--- src/sv/ssc_pkg.sv ---
package ssc_pkg;

  localparam int DIGITS = 4;
  localparam int STORE_DEPTH = 4;

  typedef logic [2:0]  step_t;
  typedef logic [13:0] period_t;
  typedef logic [15:0] level_t;
  typedef logic [3:0]  digit_t;
  typedef logic [2:0]  dcount_t;
  typedef logic [1:0]  cfg_idx_t;

  localparam step_t   STEP_LAST    = 3'd5;
  localparam period_t RESET_PERIOD = 14'd5000;
  localparam level_t  RESET_DUTY   = 16'd2000;
  localparam level_t  RESET_FULL   = 16'd800;

  localparam cfg_idx_t CFG_DUTY = 2'd0;
  localparam cfg_idx_t CFG_FULL = 2'd1;

  localparam logic [7:0] CHAR_ZERO = 8'h30;
  localparam logic [7:0] CHAR_NINE = 8'h39;

  localparam logic [2:0] HS_U = 3'b001;
  localparam logic [2:0] HS_V = 3'b010;
  localparam logic [2:0] HS_W = 3'b100;

  typedef struct packed {
    step_t   step;
    period_t period;
  } core_status_t;

endpackage

--- src/sv/ssc_state.sv ---
module ssc_state (
  input  logic                  clk,
  input  logic                  rst_n,
  input  logic                  fire,
  input  logic                  mode,
  input  logic [7:0]            rx_byte,
  output ssc_pkg::core_status_t status_nxt
);
  import ssc_pkg::*;

  step_t   step_r, step_nxt;
  period_t ticks_r, ticks_nxt;
  period_t period_r, period_nxt;
  dcount_t dcount_r, dcount_nxt;
  digit_t  store_r [STORE_DEPTH];
  digit_t  store_view [STORE_DEPTH];

  logic    is_digit;
  digit_t  digit_val;
  dcount_t cnt_after;
  period_t number;

  always_comb begin
    is_digit  = (rx_byte >= CHAR_ZERO) && (rx_byte <= CHAR_NINE);
    digit_val = 4'(rx_byte - CHAR_ZERO);
    for (int k = 0; k < STORE_DEPTH; k++) begin
      store_view[k] = store_r[k];
    end
    if (is_digit) begin
      store_view[dcount_r[1:0]] = digit_val;
    end
    cnt_after = is_digit ? dcount_t'(dcount_r + 3'd1) : dcount_r;
    number = '0;
    for (int k = 0; k < DIGITS; k++) begin
      number = period_t'((number << 3) + (number << 1) + period_t'(store_view[k]));
    end

    step_nxt   = step_r;
    ticks_nxt  = ticks_r;
    period_nxt = period_r;
    dcount_nxt = dcount_r;
    if (!mode) begin
      if (ticks_r <= period_t'(1)) begin
        step_nxt  = (step_r == STEP_LAST) ? '0 : step_t'(step_r + 3'd1);
        ticks_nxt = period_r;
      end else begin
        ticks_nxt = period_t'(ticks_r - 14'd1);
      end
    end else begin
      dcount_nxt = cnt_after;
      if (cnt_after >= dcount_t'(DIGITS)) begin
        dcount_nxt = '0;
        if (number != '0) begin
          period_nxt = number;
        end
      end
    end

    status_nxt.step   = step_nxt;
    status_nxt.period = period_nxt;
  end

  always_ff @(posedge clk) begin
    if (!rst_n) begin
      step_r   <= '0;
      ticks_r  <= RESET_PERIOD;
      period_r <= RESET_PERIOD;
      dcount_r <= '0;
    end else if (fire) begin
      step_r   <= step_nxt;
      ticks_r  <= ticks_nxt;
      period_r <= period_nxt;
      dcount_r <= dcount_nxt;
    end
  end

  always_ff @(posedge clk) begin
    if (fire && mode && is_digit) begin
      store_r[dcount_r[1:0]] <= digit_val;
    end
  end

endmodule

--- src/sv/ssc_out_stage.sv ---
module ssc_out_stage (
  input  logic                  clk,
  input  logic                  rst_n,
  input  logic                  fire,
  input  ssc_pkg::core_status_t status_nxt,
  input  ssc_pkg::level_t       duty_level,
  input  ssc_pkg::level_t       full_level,
  input  logic                  out_ready,
  output logic                  out_valid,
  output logic                  can_load,
  output ssc_pkg::step_t        out_phase_step,
  output logic [2:0]            out_high_side_enable,
  output ssc_pkg::level_t       out_compare_u,
  output ssc_pkg::level_t       out_compare_v,
  output ssc_pkg::level_t       out_compare_w,
  output ssc_pkg::period_t      out_step_period
);
  import ssc_pkg::*;

  logic       valid_r;
  step_t      step_r;
  logic [2:0] hs_r, hs_nxt;
  level_t     u_r, v_r, w_r, u_nxt, v_nxt, w_nxt;
  period_t    period_r;

  always_comb begin
    unique case (status_nxt.step)
      3'd0: begin u_nxt = duty_level; v_nxt = full_level; w_nxt = '0; hs_nxt = HS_U; end
      3'd1: begin u_nxt = duty_level; v_nxt = '0; w_nxt = full_level; hs_nxt = HS_U; end
      3'd2: begin u_nxt = '0; v_nxt = duty_level; w_nxt = full_level; hs_nxt = HS_V; end
      3'd3: begin u_nxt = full_level; v_nxt = duty_level; w_nxt = '0; hs_nxt = HS_V; end
      3'd4: begin u_nxt = full_level; v_nxt = '0; w_nxt = duty_level; hs_nxt = HS_W; end
      default: begin u_nxt = '0; v_nxt = full_level; w_nxt = duty_level; hs_nxt = HS_W; end
    endcase
  end

  assign can_load = !valid_r || out_ready;

  always_ff @(posedge clk) begin
    if (!rst_n) begin
      valid_r <= 1'b0;
    end else if (can_load) begin
      valid_r <= fire;
    end
  end

  always_ff @(posedge clk) begin
    if (fire) begin
      step_r   <= status_nxt.step;
      period_r <= status_nxt.period;
      hs_r     <= hs_nxt;
      u_r      <= u_nxt;
      v_r      <= v_nxt;
      w_r      <= w_nxt;
    end
  end

  assign out_valid            = valid_r;
  assign out_phase_step       = step_r;
  assign out_high_side_enable = hs_r;
  assign out_compare_u        = u_r;
  assign out_compare_v        = v_r;
  assign out_compare_w        = w_r;
  assign out_step_period      = period_r;

endmodule

--- src/sv/six_step_commutator_serial_speed_unit.sv ---
// Open-loop six-step commutator with a serial speed setting.
// Input channel (in_valid/in_ready): in_mode 0 is one time tick, in_mode 1
// carries one received character on in_rx_byte. Digit characters collect
// into a four-digit decimal step period; other characters are dropped.
// Result channel (out_valid/out_ready): one item per input item, with the
// step, one-hot high-side enable, three phase compare values and the period.
// Configuration: cfg_we writes cfg_wdata to duty level (index 0) or full
// level (index 1) at once; other indexes are dropped. Write only when idle.
// An accepted item passes the input register, then the result register, before
// out_valid rises. Throughput: one item per cycle while the receiver does not
// stall, set by the combinational state update between the two registers.
// Reset: step 0, countdown and period 5000, digit count 0, duty 2000, full
// 800; no items held. When the receiver stalls, the result register holds,
// the input register still takes one more item, and in_ready then drops.
module six_step_commutator_serial_speed_unit (
  input  logic                  clk,
  input  logic                  rst_n,
  input  logic                  in_valid,
  output logic                  in_ready,
  input  logic                  in_mode,
  input  logic [7:0]            in_rx_byte,
  output logic                  out_valid,
  input  logic                  out_ready,
  output ssc_pkg::step_t        out_phase_step,
  output logic [2:0]            out_high_side_enable,
  output ssc_pkg::level_t       out_compare_u,
  output ssc_pkg::level_t       out_compare_v,
  output ssc_pkg::level_t       out_compare_w,
  output ssc_pkg::period_t      out_step_period,
  input  logic                  cfg_we,
  input  ssc_pkg::cfg_idx_t     cfg_index,
  input  ssc_pkg::level_t       cfg_wdata
);
  import ssc_pkg::*;

  logic         s1_valid_r;
  logic         s1_mode_r;
  logic [7:0]   s1_byte_r;
  logic         can_load;
  logic         fire;
  level_t       duty_r, full_r;
  core_status_t status_nxt;

  assign fire     = s1_valid_r && can_load;
  assign in_ready = !s1_valid_r || fire;

  always_ff @(posedge clk) begin
    if (!rst_n) begin
      s1_valid_r <= 1'b0;
    end else if (in_ready) begin
      s1_valid_r <= in_valid;
    end
  end

  always_ff @(posedge clk) begin
    if (in_ready && in_valid) begin
      s1_mode_r <= in_mode;
      s1_byte_r <= in_rx_byte;
    end
  end

  always_ff @(posedge clk) begin
    if (!rst_n) begin
      duty_r <= RESET_DUTY;
      full_r <= RESET_FULL;
    end else if (cfg_we) begin
      if (cfg_index == CFG_DUTY) begin
        duty_r <= cfg_wdata;
      end
      if (cfg_index == CFG_FULL) begin
        full_r <= cfg_wdata;
      end
    end
  end

  ssc_state u_state (
    .clk        (clk),
    .rst_n      (rst_n),
    .fire       (fire),
    .mode       (s1_mode_r),
    .rx_byte    (s1_byte_r),
    .status_nxt (status_nxt)
  );

  ssc_out_stage u_out (
    .clk                  (clk),
    .rst_n                (rst_n),
    .fire                 (fire),
    .status_nxt           (status_nxt),
    .duty_level           (duty_r),
    .full_level           (full_r),
    .out_ready            (out_ready),
    .out_valid            (out_valid),
    .can_load             (can_load),
    .out_phase_step       (out_phase_step),
    .out_high_side_enable (out_high_side_enable),
    .out_compare_u        (out_compare_u),
    .out_compare_v        (out_compare_v),
    .out_compare_w        (out_compare_w),
    .out_step_period      (out_step_period)
  );

`ifndef SYNTHESIS
  a_step_range: assert property (@(posedge clk) disable iff (!rst_n)
    out_valid |-> out_phase_step <= STEP_LAST)
    else $error("step out of range");

  a_hs_matches_step: assert property (@(posedge clk) disable iff (!rst_n)
    out_valid |-> (out_high_side_enable == (3'b001 << out_phase_step[2:1])))
    else $error("high-side enable does not match step");

  a_period_nonzero: assert property (@(posedge clk) disable iff (!rst_n)
    out_valid |-> out_step_period != '0)
    else $error("zero step period");

  a_no_drop: assert property (@(posedge clk) disable iff (!rst_n)
    (s1_valid_r && !fire) |=> s1_valid_r)
    else $error("pending item lost");
`endif

endmodule
--- config.mk ---
export PLATFORM = sky130hd
export DESIGN_NAME = six_step_commutator_serial_speed_unit
export DESIGN_NICKNAME = d
export VERILOG_FILES = /design/src/sv/ssc_pkg.sv /design/src/sv/ssc_state.sv /design/src/sv/ssc_out_stage.sv /design/src/sv/six_step_commutator_serial_speed_unit.sv
export SDC_FILE = /design/constraint.sdc
export NUM_CORES = 1
export LEC_CHECK = 0
export ABC_AREA = 1
export BUFFER_PORTS_ARGS = -buffer_cell sky130_fd_sc_hd__buf_2
export CAP_MARGIN = 10
export CORE_ASPECT_RATIO = 0.5
export CORE_MARGIN = 5
export CORE_UTILIZATION = 59
export CTS_CLUSTER_DIAMETER = 60
export DETAILED_ROUTE_END_ITERATION = 10
export PLACE_DENSITY = 0.81
export SYNTH_ARGS = -nofsm -noshare
export SYNTH_HDL_FRONTEND = slang
export SYNTH_SLANG_ARGS = --single-unit
--- constraint.sdc ---
create_clock -name clk -period 11.2 [get_ports clk]
set_input_delay 2.24 -clock clk [delete_from_list [all_inputs] [get_ports clk]]
set_output_delay 2.24 -clock clk [all_outputs]
set_load 0.05 [all_outputs]
==> results_dict.tcl <==
set metrics [dict create \
    yosysMostFrequentCell "nand2_1" \
    rows 31 \
    worstSetupEndpointType "flop" \
    finalClockSkew_ns 0.0159 \
    drc 0 \
    cts_buffers 17 \
    dp_cells 1210 \
    gp_congestion 0.879 \
    crit_type "flop to flop" \
    start_util_pct 59.4 \
    synth_ff_type "edfxtp_1" \
    clkPwrFrac_pct 37.5 \
    rsz0062_at_grt "false" \
    syn_avg_cell_area_um2 9.10 \
    num-fill-cells 1116 \
    synth_top_cell_by_area "edfxtp_1" \
    stdcell_count 1242 \
    timing.final.max_slew_violations 0 \
    fmax_mhz 144 \
    grt_pass1_wl_mm 30.8 \
    p_switching_mw 0.508 \
    swShare_pct 31.9 \
    drt_iter0_markers 408 \
    grt_max_degree 91 \
    power_mw 1.59 \
    antenna_cells 0 \
    ios 102 \
    synthTopCellsByArea "edfxtp_1 33%, dfxtp_1 16%, ha_1 7.4%, nand2_1 7.1%, inv_1 6.8%" \
    period_needed_ns 6.95 \
    syn_inst 935 \
    drive_above_1_share_pct 17.4 \
    final.setup.tns_ns 0 \
    cts_root_buf "clkbuf_16" \
    post_cts_resized 0 \
    syn_nets 1023 \
    yosysSeqAreaShare_pct 48.8 \
    final_area_um2 9750 \
    post-route-period-util_pct 62.1 \
    crit_slowest_cell "fa_1" \
    yosys_warnings 0 \
    cap_viol_max_count 0 \
    synth_top_area_share_pct 32.8 \
    fin_util_pct 68.1 \
    worstPathMaxFanout 15 \
    cts_sinks 161 \
    cp_num_buf_inv 4 \
    worstMarginPinSlew_ns 1.08 \
    combPwrFrac_pct 20.4 \
    via_count 6728 \
    drt-pass1-iter-count 5 \
    arrival_ns 7.27 \
    synth_async_sr_flop_share_pct 0 \
    die_y_um 94.9 \
    final_net_count 1119 \
    placed_area_um2 9140 \
    power_frac_seq_pct 42.2 \
    wl_per_cell_um 14.9 \
    p_leak_nw 4.40 \
    synth.distinct_cells 47 \
    crit_path_frequent_cell "nand2_1" \
    clk_latency_ns 0.43 \
    synth_common_cells "161 x nand2_1, 154 x inv_1, 93 x edfxtp_1" \
    htree_levels 4 \
    ys_ff_latch 161 \
    grt_util_all_layers_pct 22.2 \
    required_ns 11.51 \
    internal_power_mw 1.08 \
    clkTransAtPathRegs_ns 0.07 \
    finalHoldWorstSlack_ns 0.471 \
    path_delay_family "adder cells" \
    cts.path.max_buffers 2 \
    fin_ws_ns 4.25 \
    status "finished, final reports clean" \
    cpPeakStageDelay_ns 0.55 \
    die_width_um 180 \
    port_buffers 101 \
    synthToLayoutAreaGrowth_pct 14.6 \
    antenna_found_initial 1 \
    synth-edff-count 93 \
    peakVddDrop_mv 0.106 \
    start_kind "flop" \
    setup-violations-final 0 \
    drtAntennaViolNets 0 \
    grt_overflow 0 \
    pwr_density_cell_nw_per_um2 163 \
    first_global_vias 6555 \
    drt_wl_total_mm 18.5 \
    finalHoldViolCount 0 \
    dieArea_um2 17100 \
    synth_area_um2 8510 \
    dp_slack_ns 4.32 \
    core_um2 14300 \
    hold_class "flop to flop" \
    max-slew-margin-rel_pct 28.0 \
    cts_hold_buf 0 \
    avgViaCountPerCell 5.42 \
    cts_tree "done" \
    dpl.hpwl_mm 13.0 \
    post-cts-setup-buffer-count 0 \
]
[layer usage]
metal | GRT usage (%) | part of all wire [%] | vias to the layer above
met5 | 0 | 0.070 | -
met4 | 7.92 | 1.9 | 2
met3 | 4.77 | 7.0 | 33
met2 | 39.3 | 49 | 233
met1 | 27.4 | 42 | 3101
li1 | - | - | 3359
[tightest hold or removal path, stage by stage (launching register included)]
cell,delay [ns]
dfxtp_1,0.33
a21oi_1,0.06
nand2_1,0.05
[cell usage in the layout (no fill, tap or decap), types with 2 or more instances in the layout]
cell type	count
nand2_1	161
inv_1	153
buf_2	101
edfxtp_1	93
dfxtp_1	68
o21ai_0	61
a21oi_1	57
nand3_1	56
ha_1	50
nor2_1	48
o22ai_1	39
clkbuf_16	17
o211ai_1	15
xor2_1	10
o22ai_2	10
nand2_2	9
inv_2	8
xnor2_1	8
fa_1	6
nand4_1	5
and2_1	5
nand2_4	4
o21bai_1	4
nor3_1	4
mux2i_1	4
inv_6	4
inv_8	4
nor2_4	3
nand3b_1	3
a31oi_1	3
a21o_1	3
clkinvlp_4	3
buf_4	3
nor3_2	2
nand3_4	2
clkinv_8	2
[sequential cells by signal (all words and copies together) (netlist names), 14 cells and up]
name                   count
duty_r                    16
full_r                    16
u_out.out_step_period     14
u_out.out_compare_v       16
u_out.out_compare_w       16
u_state.store_r           16
u_out.out_compare_u       16
u_state.ticks_r           14
u_state.period_r          14
[cell type report]
| cell class | count | area (µm²) | area share, % |
|---|---|---|---|
| inverters | 163 | 618 | 6.34 |
| multi-input cells | 584 | 3590 | 36.9 |
| clock inverters | 14 | 165 | 1.69 |
| flip-flops and latches | 161 | 4150 | 42.6 |
| clock buffers | 18 | 439 | 4.51 |
| well taps | 198 | 248 | 2.54 |
| repair buffers | 104 | 528 | 5.42 |
[power groups by stage]
stage,Sequential (mW),Clock [mW],Combinational [mW]
floorplan,0.731,0,0.210
global placement,0.683,0,0.318
detailed placement,0.685,0,0.323
CTS,0.672,0.601,0.326
global route,0.674,0.628,0.368
finish,0.671,0.597,0.324
[cells by family after synthesis]
group	Yosys count	synth area share, %
AO/OA/AOI/OAI	200	14.5
buffers and inverters	190	8.90
multiplexers	4	0.471
AND/OR/NAND/NOR	305	16.4
XOR/XNOR	19	2.18
adder cells (fa/ha/maj)	56	8.77
flip-flops	161	48.8
[worst paths after layout]
| check | end | slack [ns] | start | depth (start not counted) |
|---|---|---|---|---|
| min | u_state.period_r[9] | 0.47 | u_state.period_r[9] | 2 |
| min reg2reg | u_state.period_r[9] | 0.47 | u_state.period_r[9] | 2 |
| max reg2reg | u_state.period_r[2] | 4.25 | s1_byte_r[1] | 33 |
| max | u_state.period_r[2] | 4.25 | s1_byte_r[1] | 33 |
(Power assumes the default switching activity.)
